$ cat src/bclru_pkg.sv
// Shared constants, types and helpers for the block cache tag engine.
// No dependencies; the interfaces, the core and the bench use this package.
`default_nettype none

package bclru_pkg;

  localparam int ENTRIES = 16;
  localparam int IDX_W   = (ENTRIES > 1) ? $clog2(ENTRIES) : 1;

  localparam int MODE_W  = 2;
  localparam int BLK_W   = 32;
  localparam int KIND_W  = 2;
  localparam int WAY_W   = 4;
  localparam int SECT_W  = 32;
  localparam int SPB_W   = 8;
  localparam int STAMP_W = 32;
  localparam int PROD_W  = BLK_W + SPB_W;

  localparam logic [MODE_W-1:0] MODE_READ  = 2'd0;
  localparam logic [MODE_W-1:0] MODE_WRITE = 2'd1;
  localparam logic [MODE_W-1:0] MODE_FLUSH = 2'd2;

  localparam logic [KIND_W-1:0] KIND_DONE = 2'd0;
  localparam logic [KIND_W-1:0] KIND_WB   = 2'd1;
  localparam logic [KIND_W-1:0] KIND_FILL = 2'd2;

  localparam logic [SPB_W-1:0] SPB_RESET = 8'd8;
  localparam logic [SPB_W-1:0] SPB_MIN   = 8'd1;
  localparam logic [SPB_W-1:0] SPB_MAX   = 8'd128;

  typedef logic [IDX_W-1:0] idx_t;

  // One line of the tag memory.
  typedef struct packed {
    logic [BLK_W-1:0]   tag;
    logic [STAMP_W-1:0] stamp;
  } line_t;

  localparam int LINE_W = $bits(line_t);

  // Reduce an entry index to the way field, modulo 16.
  function automatic logic [WAY_W-1:0] to_way(idx_t idx);
    logic [31:0] wide;
    wide = 32'(idx);
    return wide[WAY_W-1:0];
  endfunction

endpackage

`default_nettype wire

$ cat src/bclru_if.sv
// Valid/ready channel interfaces: request, response and block size register.
// Depends on bclru_pkg for field widths.
`default_nettype none

interface bclru_req_if;
  logic                         valid;
  logic                         ready;
  logic [bclru_pkg::MODE_W-1:0] mode;
  logic [bclru_pkg::BLK_W-1:0]  block_number;

  modport source (output valid, mode, block_number, input ready);
  modport sink   (input valid, mode, block_number, output ready);
endinterface

interface bclru_rsp_if;
  logic                         valid;
  logic                         ready;
  logic [bclru_pkg::KIND_W-1:0] kind;
  logic [bclru_pkg::WAY_W-1:0]  way;
  logic [bclru_pkg::SECT_W-1:0] base_sector;
  logic [bclru_pkg::SPB_W-1:0]  sector_count;
  logic                         hit;
  logic                         last;

  modport source (output valid, kind, way, base_sector, sector_count, hit, last,
                  input ready);
  modport sink   (input valid, kind, way, base_sector, sector_count, hit, last,
                  output ready);
endinterface

interface bclru_cfg_if;
  logic                        valid;
  logic                        ready;
  logic [bclru_pkg::SPB_W-1:0] blk_sectors;

  modport source (output valid, blk_sectors, input ready);
  modport sink   (input valid, blk_sectors, output ready);
endinterface

`default_nettype wire

$ cat src/block_cache_lru_writeback_tags_core.sv
// Block cache tag engine: fully associative, LRU victim, write-back.
// Access: a tag scan over all ENTRIES (one memory read per cycle), a decide
// step, then each result (hit 1, miss 1 to 3) as rsp is free.
// Flush: steps through the entries, held while a write-back waits for rsp, then the completion.
// One request in flight; rst (synchronous) clears valid/dirty bits, the clock.
// Depends on bclru_pkg, bclru_if and bclru_ram.
`default_nettype none

module block_cache_lru_writeback_tags_core (
  input  logic         clk,
  input  logic         rst,
  bclru_req_if.sink    req,
  bclru_rsp_if.source  rsp,
  bclru_cfg_if.sink    cfg
);
  import bclru_pkg::*;

  localparam idx_t LAST_IDX = idx_t'(ENTRIES - 1);

  typedef enum logic [2:0] {
    S_IDLE,
    S_SCAN,
    S_DECIDE,
    S_WB,
    S_FILL,
    S_DONE,
    S_FLUSH
  } state_t;

  state_t state;

  // Per-entry flags live in flops so reset clears them at once; tags and
  // stamps live in the memory and are only trusted where valid is set.
  logic [ENTRIES-1:0] vld;
  logic [ENTRIES-1:0] drt;

  logic [STAMP_W-1:0] acc_clock;
  logic [SPB_W-1:0]   spb_reg;
  logic [SPB_W-1:0]   spb_eff;

  // Request context.
  logic [MODE_W-1:0]  mode_r;
  logic [BLK_W-1:0]   blk;
  logic               acc_r;
  logic               hit_r;
  idx_t               way_r;

  // Scan bookkeeping.
  idx_t               pidx;
  idx_t               pidx_next;
  logic               found;
  idx_t               fidx;
  logic               have_inv;
  idx_t               inv_idx;
  idx_t               min_idx;
  logic [STAMP_W-1:0] min_stamp;
  logic [BLK_W-1:0]   min_tag;
  idx_t               victim;

  // Tag memory ports.
  logic  ram_we;
  idx_t  ram_waddr;
  line_t ram_wdata;
  idx_t  ram_raddr;
  line_t ram_rdata;

  // Response register and emit path.
  logic               rsp_valid;
  logic               out_free;
  logic               cur_wb;
  logic               flush_adv;
  logic               emit_en;
  logic [KIND_W-1:0]  emit_kind;
  idx_t               emit_way;
  logic [BLK_W-1:0]   emit_op;
  logic               emit_hit;
  logic               emit_last;
  logic [PROD_W-1:0]  prod;

  bclru_ram #(
    .WIDTH (LINE_W),
    .DEPTH (ENTRIES)
  ) u_tags (
    .clk   (clk),
    .we    (ram_we),
    .waddr (ram_waddr),
    .wdata (ram_wdata),
    .raddr (ram_raddr),
    .rdata (ram_rdata)
  );

  // Clamp the block size register into 1..128.
  always_comb begin
    if (spb_reg == '0) begin
      spb_eff = SPB_MIN;
    end else if (spb_reg > SPB_MAX) begin
      spb_eff = SPB_MAX;
    end else begin
      spb_eff = spb_reg;
    end
  end

  assign cfg.ready = 1'b1;
  assign req.ready = (state == S_IDLE);

  assign pidx_next = (pidx == LAST_IDX) ? '0 : pidx + idx_t'(1);
  assign victim    = have_inv ? inv_idx : min_idx;

  // Response slot is free when empty or being drained this cycle.
  assign out_free  = !rsp_valid || rsp.ready;
  // Flush entry under inspection needs a write-back.
  assign cur_wb    = vld[pidx] && drt[pidx];
  // Flush advances past clean entries at once, past dirty ones on transfer.
  assign flush_adv = !cur_wb || out_free;

  // Read address: entry 0 on accept, then step one entry per cycle. During a
  // stalled flush write-back keep re-reading the same entry to hold its tag.
  always_comb begin
    unique case (state)
      S_SCAN:  ram_raddr = pidx_next;
      S_FLUSH: ram_raddr = flush_adv ? pidx_next : pidx;
      default: ram_raddr = '0;
    endcase
  end

  // Write back tag and stamp once the scan has settled: refresh on hit,
  // replace the victim on miss. No read overlaps this write.
  always_comb begin
    ram_we          = (state == S_DECIDE);
    ram_waddr       = found ? fidx : victim;
    ram_wdata.tag   = blk;
    ram_wdata.stamp = acc_clock;
  end

  // Select what goes into the response register this cycle.
  always_comb begin
    emit_kind = KIND_DONE;
    emit_way  = way_r;
    emit_op   = '0;
    emit_hit  = 1'b0;
    emit_last = 1'b0;
    unique case (state)
      S_WB: begin
        emit_kind = KIND_WB;
        emit_op   = min_tag;
      end
      S_FILL: begin
        emit_kind = KIND_FILL;
        emit_op   = blk;
      end
      S_DONE: begin
        emit_kind = KIND_DONE;
        emit_op   = acc_r ? blk : '0;
        emit_hit  = hit_r;
        emit_last = 1'b1;
      end
      S_FLUSH: begin
        emit_kind = KIND_WB;
        emit_way  = pidx;
        emit_op   = ram_rdata.tag;
      end
      default: begin
        emit_kind = KIND_DONE;
      end
    endcase
    emit_en = out_free && ((state == S_WB) || (state == S_FILL) ||
                           (state == S_DONE) || ((state == S_FLUSH) && cur_wb));
  end

  // First sector: block times block size, wrapping at 32 bits.
  assign prod = {{SPB_W{1'b0}}, emit_op} * {{BLK_W{1'b0}}, spb_eff};

  always_ff @(posedge clk) begin
    if (rst) begin
      state     <= S_IDLE;
      rsp_valid <= 1'b0;
      vld       <= '0;
      drt       <= '0;
      acc_clock <= '0;
      spb_reg   <= SPB_RESET;
    end else begin
      if (cfg.valid) begin
        spb_reg <= cfg.blk_sectors;
      end

      // Load the response register, or drop it once transferred.
      if (emit_en) begin
        rsp_valid        <= 1'b1;
        rsp.kind         <= emit_kind;
        rsp.way          <= to_way(emit_way);
        rsp.base_sector  <= prod[SECT_W-1:0];
        rsp.sector_count <= spb_eff;
        rsp.hit          <= emit_hit;
        rsp.last         <= emit_last;
      end else if (rsp.ready) begin
        rsp_valid <= 1'b0;
      end

      unique case (state)
        S_IDLE: begin
          if (req.valid) begin
            mode_r   <= req.mode;
            blk      <= req.block_number;
            pidx     <= '0;
            way_r    <= '0;
            hit_r    <= 1'b0;
            found    <= 1'b0;
            have_inv <= 1'b0;
            if (req.mode == MODE_FLUSH) begin
              acc_r <= 1'b0;
              state <= S_FLUSH;
            end else if ((req.mode == MODE_READ) || (req.mode == MODE_WRITE)) begin
              acc_r     <= 1'b1;
              acc_clock <= acc_clock + STAMP_W'(1);
              state     <= S_SCAN;
            end else begin
              // Unused mode: completion only.
              acc_r <= 1'b0;
              state <= S_DONE;
            end
          end
        end

        S_SCAN: begin
          if (vld[pidx] && (ram_rdata.tag == blk) && !found) begin
            found <= 1'b1;
            fidx  <= pidx;
          end
          if (!vld[pidx] && !have_inv) begin
            have_inv <= 1'b1;
            inv_idx  <= pidx;
          end
          // Strict compare keeps the first entry of smallest stamp.
          if ((pidx == '0) || (ram_rdata.stamp < min_stamp)) begin
            min_stamp <= ram_rdata.stamp;
            min_idx   <= pidx;
            min_tag   <= ram_rdata.tag;
          end
          if (pidx == LAST_IDX) begin
            state <= S_DECIDE;
          end else begin
            pidx <= pidx_next;
          end
        end

        S_DECIDE: begin
          if (found) begin
            way_r <= fidx;
            hit_r <= 1'b1;
            if (mode_r == MODE_WRITE) begin
              drt[fidx] <= 1'b1;
            end
            state <= S_DONE;
          end else begin
            way_r       <= victim;
            vld[victim] <= 1'b1;
            drt[victim] <= (mode_r == MODE_WRITE);
            // A valid victim means no free entry, so it is the LRU entry
            // whose tag was captured during the scan.
            if (vld[victim] && drt[victim]) begin
              state <= S_WB;
            end else if (mode_r == MODE_READ) begin
              state <= S_FILL;
            end else begin
              state <= S_DONE;
            end
          end
        end

        S_WB: begin
          if (out_free) begin
            state <= (mode_r == MODE_READ) ? S_FILL : S_DONE;
          end
        end

        S_FILL: begin
          if (out_free) begin
            state <= S_DONE;
          end
        end

        S_DONE: begin
          if (out_free) begin
            state <= S_IDLE;
          end
        end

        S_FLUSH: begin
          if (flush_adv) begin
            if (cur_wb) begin
              drt[pidx] <= 1'b0;
            end
            if (pidx == LAST_IDX) begin
              state <= S_DONE;
            end else begin
              pidx <= pidx_next;
            end
          end
        end

        default: begin
          state <= S_IDLE;
        end
      endcase
    end
  end

  assign rsp.valid = rsp_valid;

endmodule

`default_nettype wire

$ cat src/bclru_ram.sv
// Generic single-write, single-read synchronous RAM with registered read.
// No dependencies.
`default_nettype none

module bclru_ram #(
  parameter int WIDTH = 8,
  parameter int DEPTH = 16
) (
  input  logic                                       clk,
  input  logic                                       we,
  input  logic [((DEPTH > 1) ? $clog2(DEPTH) : 1)-1:0] waddr,
  input  logic [WIDTH-1:0]                           wdata,
  input  logic [((DEPTH > 1) ? $clog2(DEPTH) : 1)-1:0] raddr,
  output logic [WIDTH-1:0]                           rdata
);

  logic [WIDTH-1:0] mem [DEPTH];

  always_ff @(posedge clk) begin
    if (we) begin
      mem[waddr] <= wdata;
    end
    rdata <= mem[raddr];
  end

endmodule

`default_nettype wire

$ cat src/flat_wrapper.sv
// flat-port wrapper written by rule: the top's interface ports become plain ports
module block_cache_lru_writeback_tags_core_flat import bclru_pkg::*;
  (clk, rst, req_valid, req_mode, req_block_number, req_ready, rsp_valid, rsp_kind, rsp_way, rsp_base_sector, rsp_sector_count, rsp_hit, rsp_last, rsp_ready, cfg_valid, cfg_blk_sectors, cfg_ready);
  bclru_req_if req_i ();
  bclru_rsp_if rsp_i ();
  bclru_cfg_if cfg_i ();
  input  logic clk;
  input  logic rst;
  input wire logic [$bits(req_i.valid)-1:0] req_valid;
  input wire logic [$bits(req_i.mode)-1:0] req_mode;
  input wire logic [$bits(req_i.block_number)-1:0] req_block_number;
  output wire logic [$bits(req_i.ready)-1:0] req_ready;
  output wire logic [$bits(rsp_i.valid)-1:0] rsp_valid;
  output wire logic [$bits(rsp_i.kind)-1:0] rsp_kind;
  output wire logic [$bits(rsp_i.way)-1:0] rsp_way;
  output wire logic [$bits(rsp_i.base_sector)-1:0] rsp_base_sector;
  output wire logic [$bits(rsp_i.sector_count)-1:0] rsp_sector_count;
  output wire logic [$bits(rsp_i.hit)-1:0] rsp_hit;
  output wire logic [$bits(rsp_i.last)-1:0] rsp_last;
  input wire logic [$bits(rsp_i.ready)-1:0] rsp_ready;
  input wire logic [$bits(cfg_i.valid)-1:0] cfg_valid;
  input wire logic [$bits(cfg_i.blk_sectors)-1:0] cfg_blk_sectors;
  output wire logic [$bits(cfg_i.ready)-1:0] cfg_ready;
  assign req_i.valid = req_valid;
  assign req_i.mode = req_mode;
  assign req_i.block_number = req_block_number;
  assign req_ready = req_i.ready;
  assign rsp_valid = rsp_i.valid;
  assign rsp_kind = rsp_i.kind;
  assign rsp_way = rsp_i.way;
  assign rsp_base_sector = rsp_i.base_sector;
  assign rsp_sector_count = rsp_i.sector_count;
  assign rsp_hit = rsp_i.hit;
  assign rsp_last = rsp_i.last;
  assign rsp_i.ready = rsp_ready;
  assign cfg_i.valid = cfg_valid;
  assign cfg_i.blk_sectors = cfg_blk_sectors;
  assign cfg_ready = cfg_i.ready;
  block_cache_lru_writeback_tags_core u_core (.clk(clk), .rst(rst), .req(req_i), .rsp(rsp_i), .cfg(cfg_i));
endmodule
$ cat config.mk
export PLATFORM = sky130hd
export DESIGN_NAME = block_cache_lru_writeback_tags_core_flat
export DESIGN_NICKNAME = d
export VERILOG_FILES = /design/src/bclru_pkg.sv /design/src/bclru_if.sv /design/src/block_cache_lru_writeback_tags_core.sv /design/src/bclru_ram.sv /design/src/flat_wrapper.sv
export SDC_FILE = /design/constraint.sdc
export NUM_CORES = 2
export LEC_CHECK = 0
export BUFFER_PORTS_ARGS = -buffer_cell sky130_fd_sc_hd__buf_4
export CAP_MARGIN = 20
export CORE_MARGIN = 8
export CORE_UTILIZATION = 48
export CTS_BUF_LIST = sky130_fd_sc_hd__clkbuf_8
export CTS_CLUSTER_DIAMETER = 120
export DETAILED_ROUTE_END_ITERATION = 6
export GPL_ROUTABILITY_DRIVEN = 1
export PLACE_DENSITY_LB_ADDON = 0.05
export SLEW_MARGIN = 5
export SYNTH_ARGS = -nofsm -noshare
export SYNTH_HDL_FRONTEND = slang
export SYNTH_SLANG_ARGS = --single-unit
export TNS_END_PERCENT = 100
$ cat constraint.sdc
create_clock -name clk -period 8.2 [get_ports clk]
set_input_delay 0.82 -clock clk [delete_from_list [all_inputs] [get_ports clk]]
set_output_delay 0.82 -clock clk [all_outputs]
set_load 0.05 [all_outputs]
==> flow_summary.json <==
{
  "irDropWorstVdd_mv": 0.1778,
  "timing.final.crit_share": 0.9003,
  "placed_cell_area_um2": 61960,
  "root_buffer": "clkbuf_8",
  "htreeDepth": 4,
  "cts_tree": "built",
  "timing.final.ws_setup_ns": 0.8177,
  "via_count": 34280,
  "fp.dieW_um": 366.1,
  "die_h_um": 366.1,
  "clk_latency_ns": 0.91,
  "regMostFlops": "u_core.u_tags.mem",
  "p_int_mw": 12.90,
  "syn_to_final_growth_pct": 12.94,
  "pre_cts_slack_ns": 0.8230,
  "seqCellArea_um2": 38660,
  "vias_per_cell": 5.662,
  "synth_edf_count": 1194,
  "antenna_found_initial": 4,
  "clock_sinks": 1334,
  "hold_viol_final": 0,
  "grt_pass1_wl_um": 225000,
  "setup_tns_ns": 0,
  "grt_max_degree": 112,
  "drc": 2,
  "p_total_mw": 19.46,
  "dp_hpwl_um": 85980,
  "r2r-start": "u_core.state[0]",
  "p_sw_mw": 6.553,
  "initial_core_util": 0.4834,
  "hold_end": "u_core.blk[16]",
  "drive_above_1_share": 0.1451,
  "gr-total-overflow": 0,
  "syn_inst": 3987,
  "tightest_slew_ns": 1.288,
  "ys_seq_area_frac": 0.6570,
  "core_area_um2": 121700,
  "grt_usage": 0.2218,
  "powerDensity_nw_per_um2": 292.8,
  "ys_ff_latch": 1334,
  "clockPowerShare": 0.288,
  "yosys.cell_types.count": 69,
  "setup_viol": 0,
  "cp.required_ns": 8.82,
  "critPathCaptureType": "flop",
  "dr.pass1.iters": 7,
  "fillers": 10060,
  "grt_pass1_vias": 34510,
  "hold_start": "req_block_number[16]",
  "fin_crit_ns": 7.382,
  "holdPathStages": 1,
  "fin_worst_skew_ns": 0.04766,
  "swShare": 0.3369,
  "clkTransAtPathRegs_ns": 0.06,
  "ys.warnings.count": 0,
  "synth_area_um2": 58840,
  "crit_type": "flop to flop",
  "p_comb_frac": 0.282,
  "r2r-end": "u_core.rsp.base_sector[23]",
  "max_freq_mhz": 135.5,
  "largest_reg_flops": 1024,
  "io_pins": 98,
  "p_leak_nw": 22.79,
  "die_area_um2": 134000,
  "numCtsBuffers": 215,
  "critPathMaxFanout": 26,
  "maxSlewHeadroom": 0.1414,
  "ff2ff_setup_slack_ns": 0.82,
  "wire_per_inst_um": 25.24,
  "final_cell_area_um2": 66450,
  "start_kind": "flop",
  "drv_slew": 0,
  "reg_top3": "u_core.u_tags.mem: 1024 flops, u_core.u_tags.rdata: 64 flops",
  "outcome": "finished with violations",
  "drt_iter0_drc": 3192,
  "violations": "design-rule violations",
  "synth_ff_type": "edfxtp_1",
  "final_cells": 6053,
  "ant_nets": 0,
  "nets": 4516,
  "io_buffers": 96,
  "placementRows": 128,
  "r2r.worst_path.cells": 20,
  "finalWirelength_um": 152800,
  "cts_resized": 0,
  "hp-class": "primary input to flop",
  "postCtsHoldBufs": 18,
  "multiInputGateArea_um2": 18750,
  "cts_setup_buffers": 0,
  "rsz0062_at_grt": "no",
  "synth_area_per_cell_um2": 14.76,
  "cp.arrival_ns": 8.00,
  "syn-num-nets": 4267,
  "final_common_cell": "edfxtp_1",
  "final_cell_mix": "edfxtp_1 (1194), mux2i_1 (527), nor2_1 (307), nand2_1 (280), inv_1 (271)",
  "seqPwrFrac": 0.430,
  "dp.cells": 5624,
  "gp_congestion": 0.8303,
  "cts_buffer_depth": 3,
  "drv_cap": 0,
  "async_reset_ff_frac": 0
}
power groups by stage:
stage | registers [mW] | clock network, mW | logic, mW
after floorplan | 8.61 | 0 | 3.49
after global placement | 8.50 | 0 | 5.47
after detailed placement | 8.51 | 0 | 5.49
after CTS | 8.37 | 5.74 | 5.51
after global routing | 8.41 | 6.02 | 5.93
final | 8.37 | 5.60 | 5.48
synthesized netlist by cell type (16+ instances only):
library cell	count	area, um^2
nor4_1	17	106.4
clkbuf_1	121	454.2
nor3_1	25	125.1
and3_1	16	100.1
a32oi_1	62	543.0
mux2i_1	527	5275
o22ai_1	62	387.9
ha_1	77	963.4
nand2b_1	37	231.5
xnor2_1	35	306.5
buf_1	16	60.06
o2bb2ai_1	65	569.3
nor2b_1	35	219.0
a221oi_2	59	885.9
fa_1	156	3123
nand3_1	30	150.1
dfxtp_1	140	2803
a222oi_1	31	310.3
edfxtp_1	1194	35850
nand2_1	281	1055
buf_2	56	280.3
a21oi_1	92	460.4
o21ai_0	44	220.2
a31oi_1	27	168.9
xor2_1	58	508.0
nor2_1	326	1224
a21o_1	27	202.7
inv_1	208	780.8
area by class of cell:
| class | count | area share |
|---|---|---|
| tap | 1625 | 0.03060 |
| sequential | 1334 | 0.5817 |
| clock buffer | 249 | 0.05157 |
| timing repair buffer | 235 | 0.02937 |
| inverter | 208 | 0.01175 |
| clock inverter | 158 | 0.01282 |
| multi-input combinational | 2242 | 0.2821 |
| antenna | 2 | 0.00007531 |
stage by stage:
stage / hold slack [ns] / utilization
2_1_floorplan: 0.3995 / -
3_3_place_gp: 0.4156 / 0.5088
3_5_place_dp: 0.4241 / 0.5091
4_1_cts: 0.006391 / 0.5457
5_1_grt: 0.04507 / 0.5460
6_report: 0.1068 / 0.5460
worst max-delay path, cell delays in order (launching register included):
cell,delay (ns)
dfxtp_1,0.61
nand2b_1,0.25
o2bb2ai_2,0.13
buf_4,0.24
a222oi_1,1.01
nor2_1,0.16
fa_1,0.56
fa_1,0.51
fa_1,0.49
inv_1,0.05
fa_1,0.47
inv_1,0.04
ha_1,0.36
a21oi_1,0.16
o21ai_0,0.11
a311o_1,0.37
a31oi_1,0.37
o21ai_0,0.17
a2111oi_0,0.73
nor2_1,0.13
xor2_1,0.17
layer usage:
metal | share of wire | GRT usage
met1 | 0.46 | 0.3149
met2 | 0.46 | 0.3514
met3 | 0.061 | 0.04286
met4 | 0.020 | 0.05979
met5 | 0.000085 | 0
how the worst max path moves through the flow:
stage                    startpoint                    endpoint  slack [ns]  cells past startpoint
6_report            u_core.state[0]  u_core.rsp.base_sector[23]        0.82                     20
5_1_grt             u_core.state[0]  u_core.rsp.base_sector[25]        0.41                     20
4_1_cts             u_core.state[0]  u_core.rsp.base_sector[23]        0.80                     20
3_5_place_dp        u_core.state[0]  u_core.rsp.base_sector[23]        0.82                     20
3_3_place_gp        u_core.state[0]  u_core.rsp.base_sector[23]        0.92                     20
2_1_floorplan  u_core.min_stamp[17]           u_core.min_idx[0]        0.15                     11
cells by family (layout without fill, tap and decap cells):
| family | Yosys count | after routing | share of synthesized area |
|---|---|---|---|
| XOR/XNOR | 93 | 93 | 0.01384 |
| multiplexers | 544 | 544 | 0.09463 |
| other | 1 | 3 | 0.00006373 |
| AND/OR/NAND/NOR | 826 | 826 | 0.06133 |
| buffers and inverters | 411 | 850 | 0.02862 |
| adder cells (fa/ha/maj) | 233 | 233 | 0.06945 |
| flip-flops | 1334 | 1334 | 0.6570 |
| AO/OA/AOI/OAI | 545 | 545 | 0.07505 |
No activity file was read; power rests on OpenSTA's default activity.
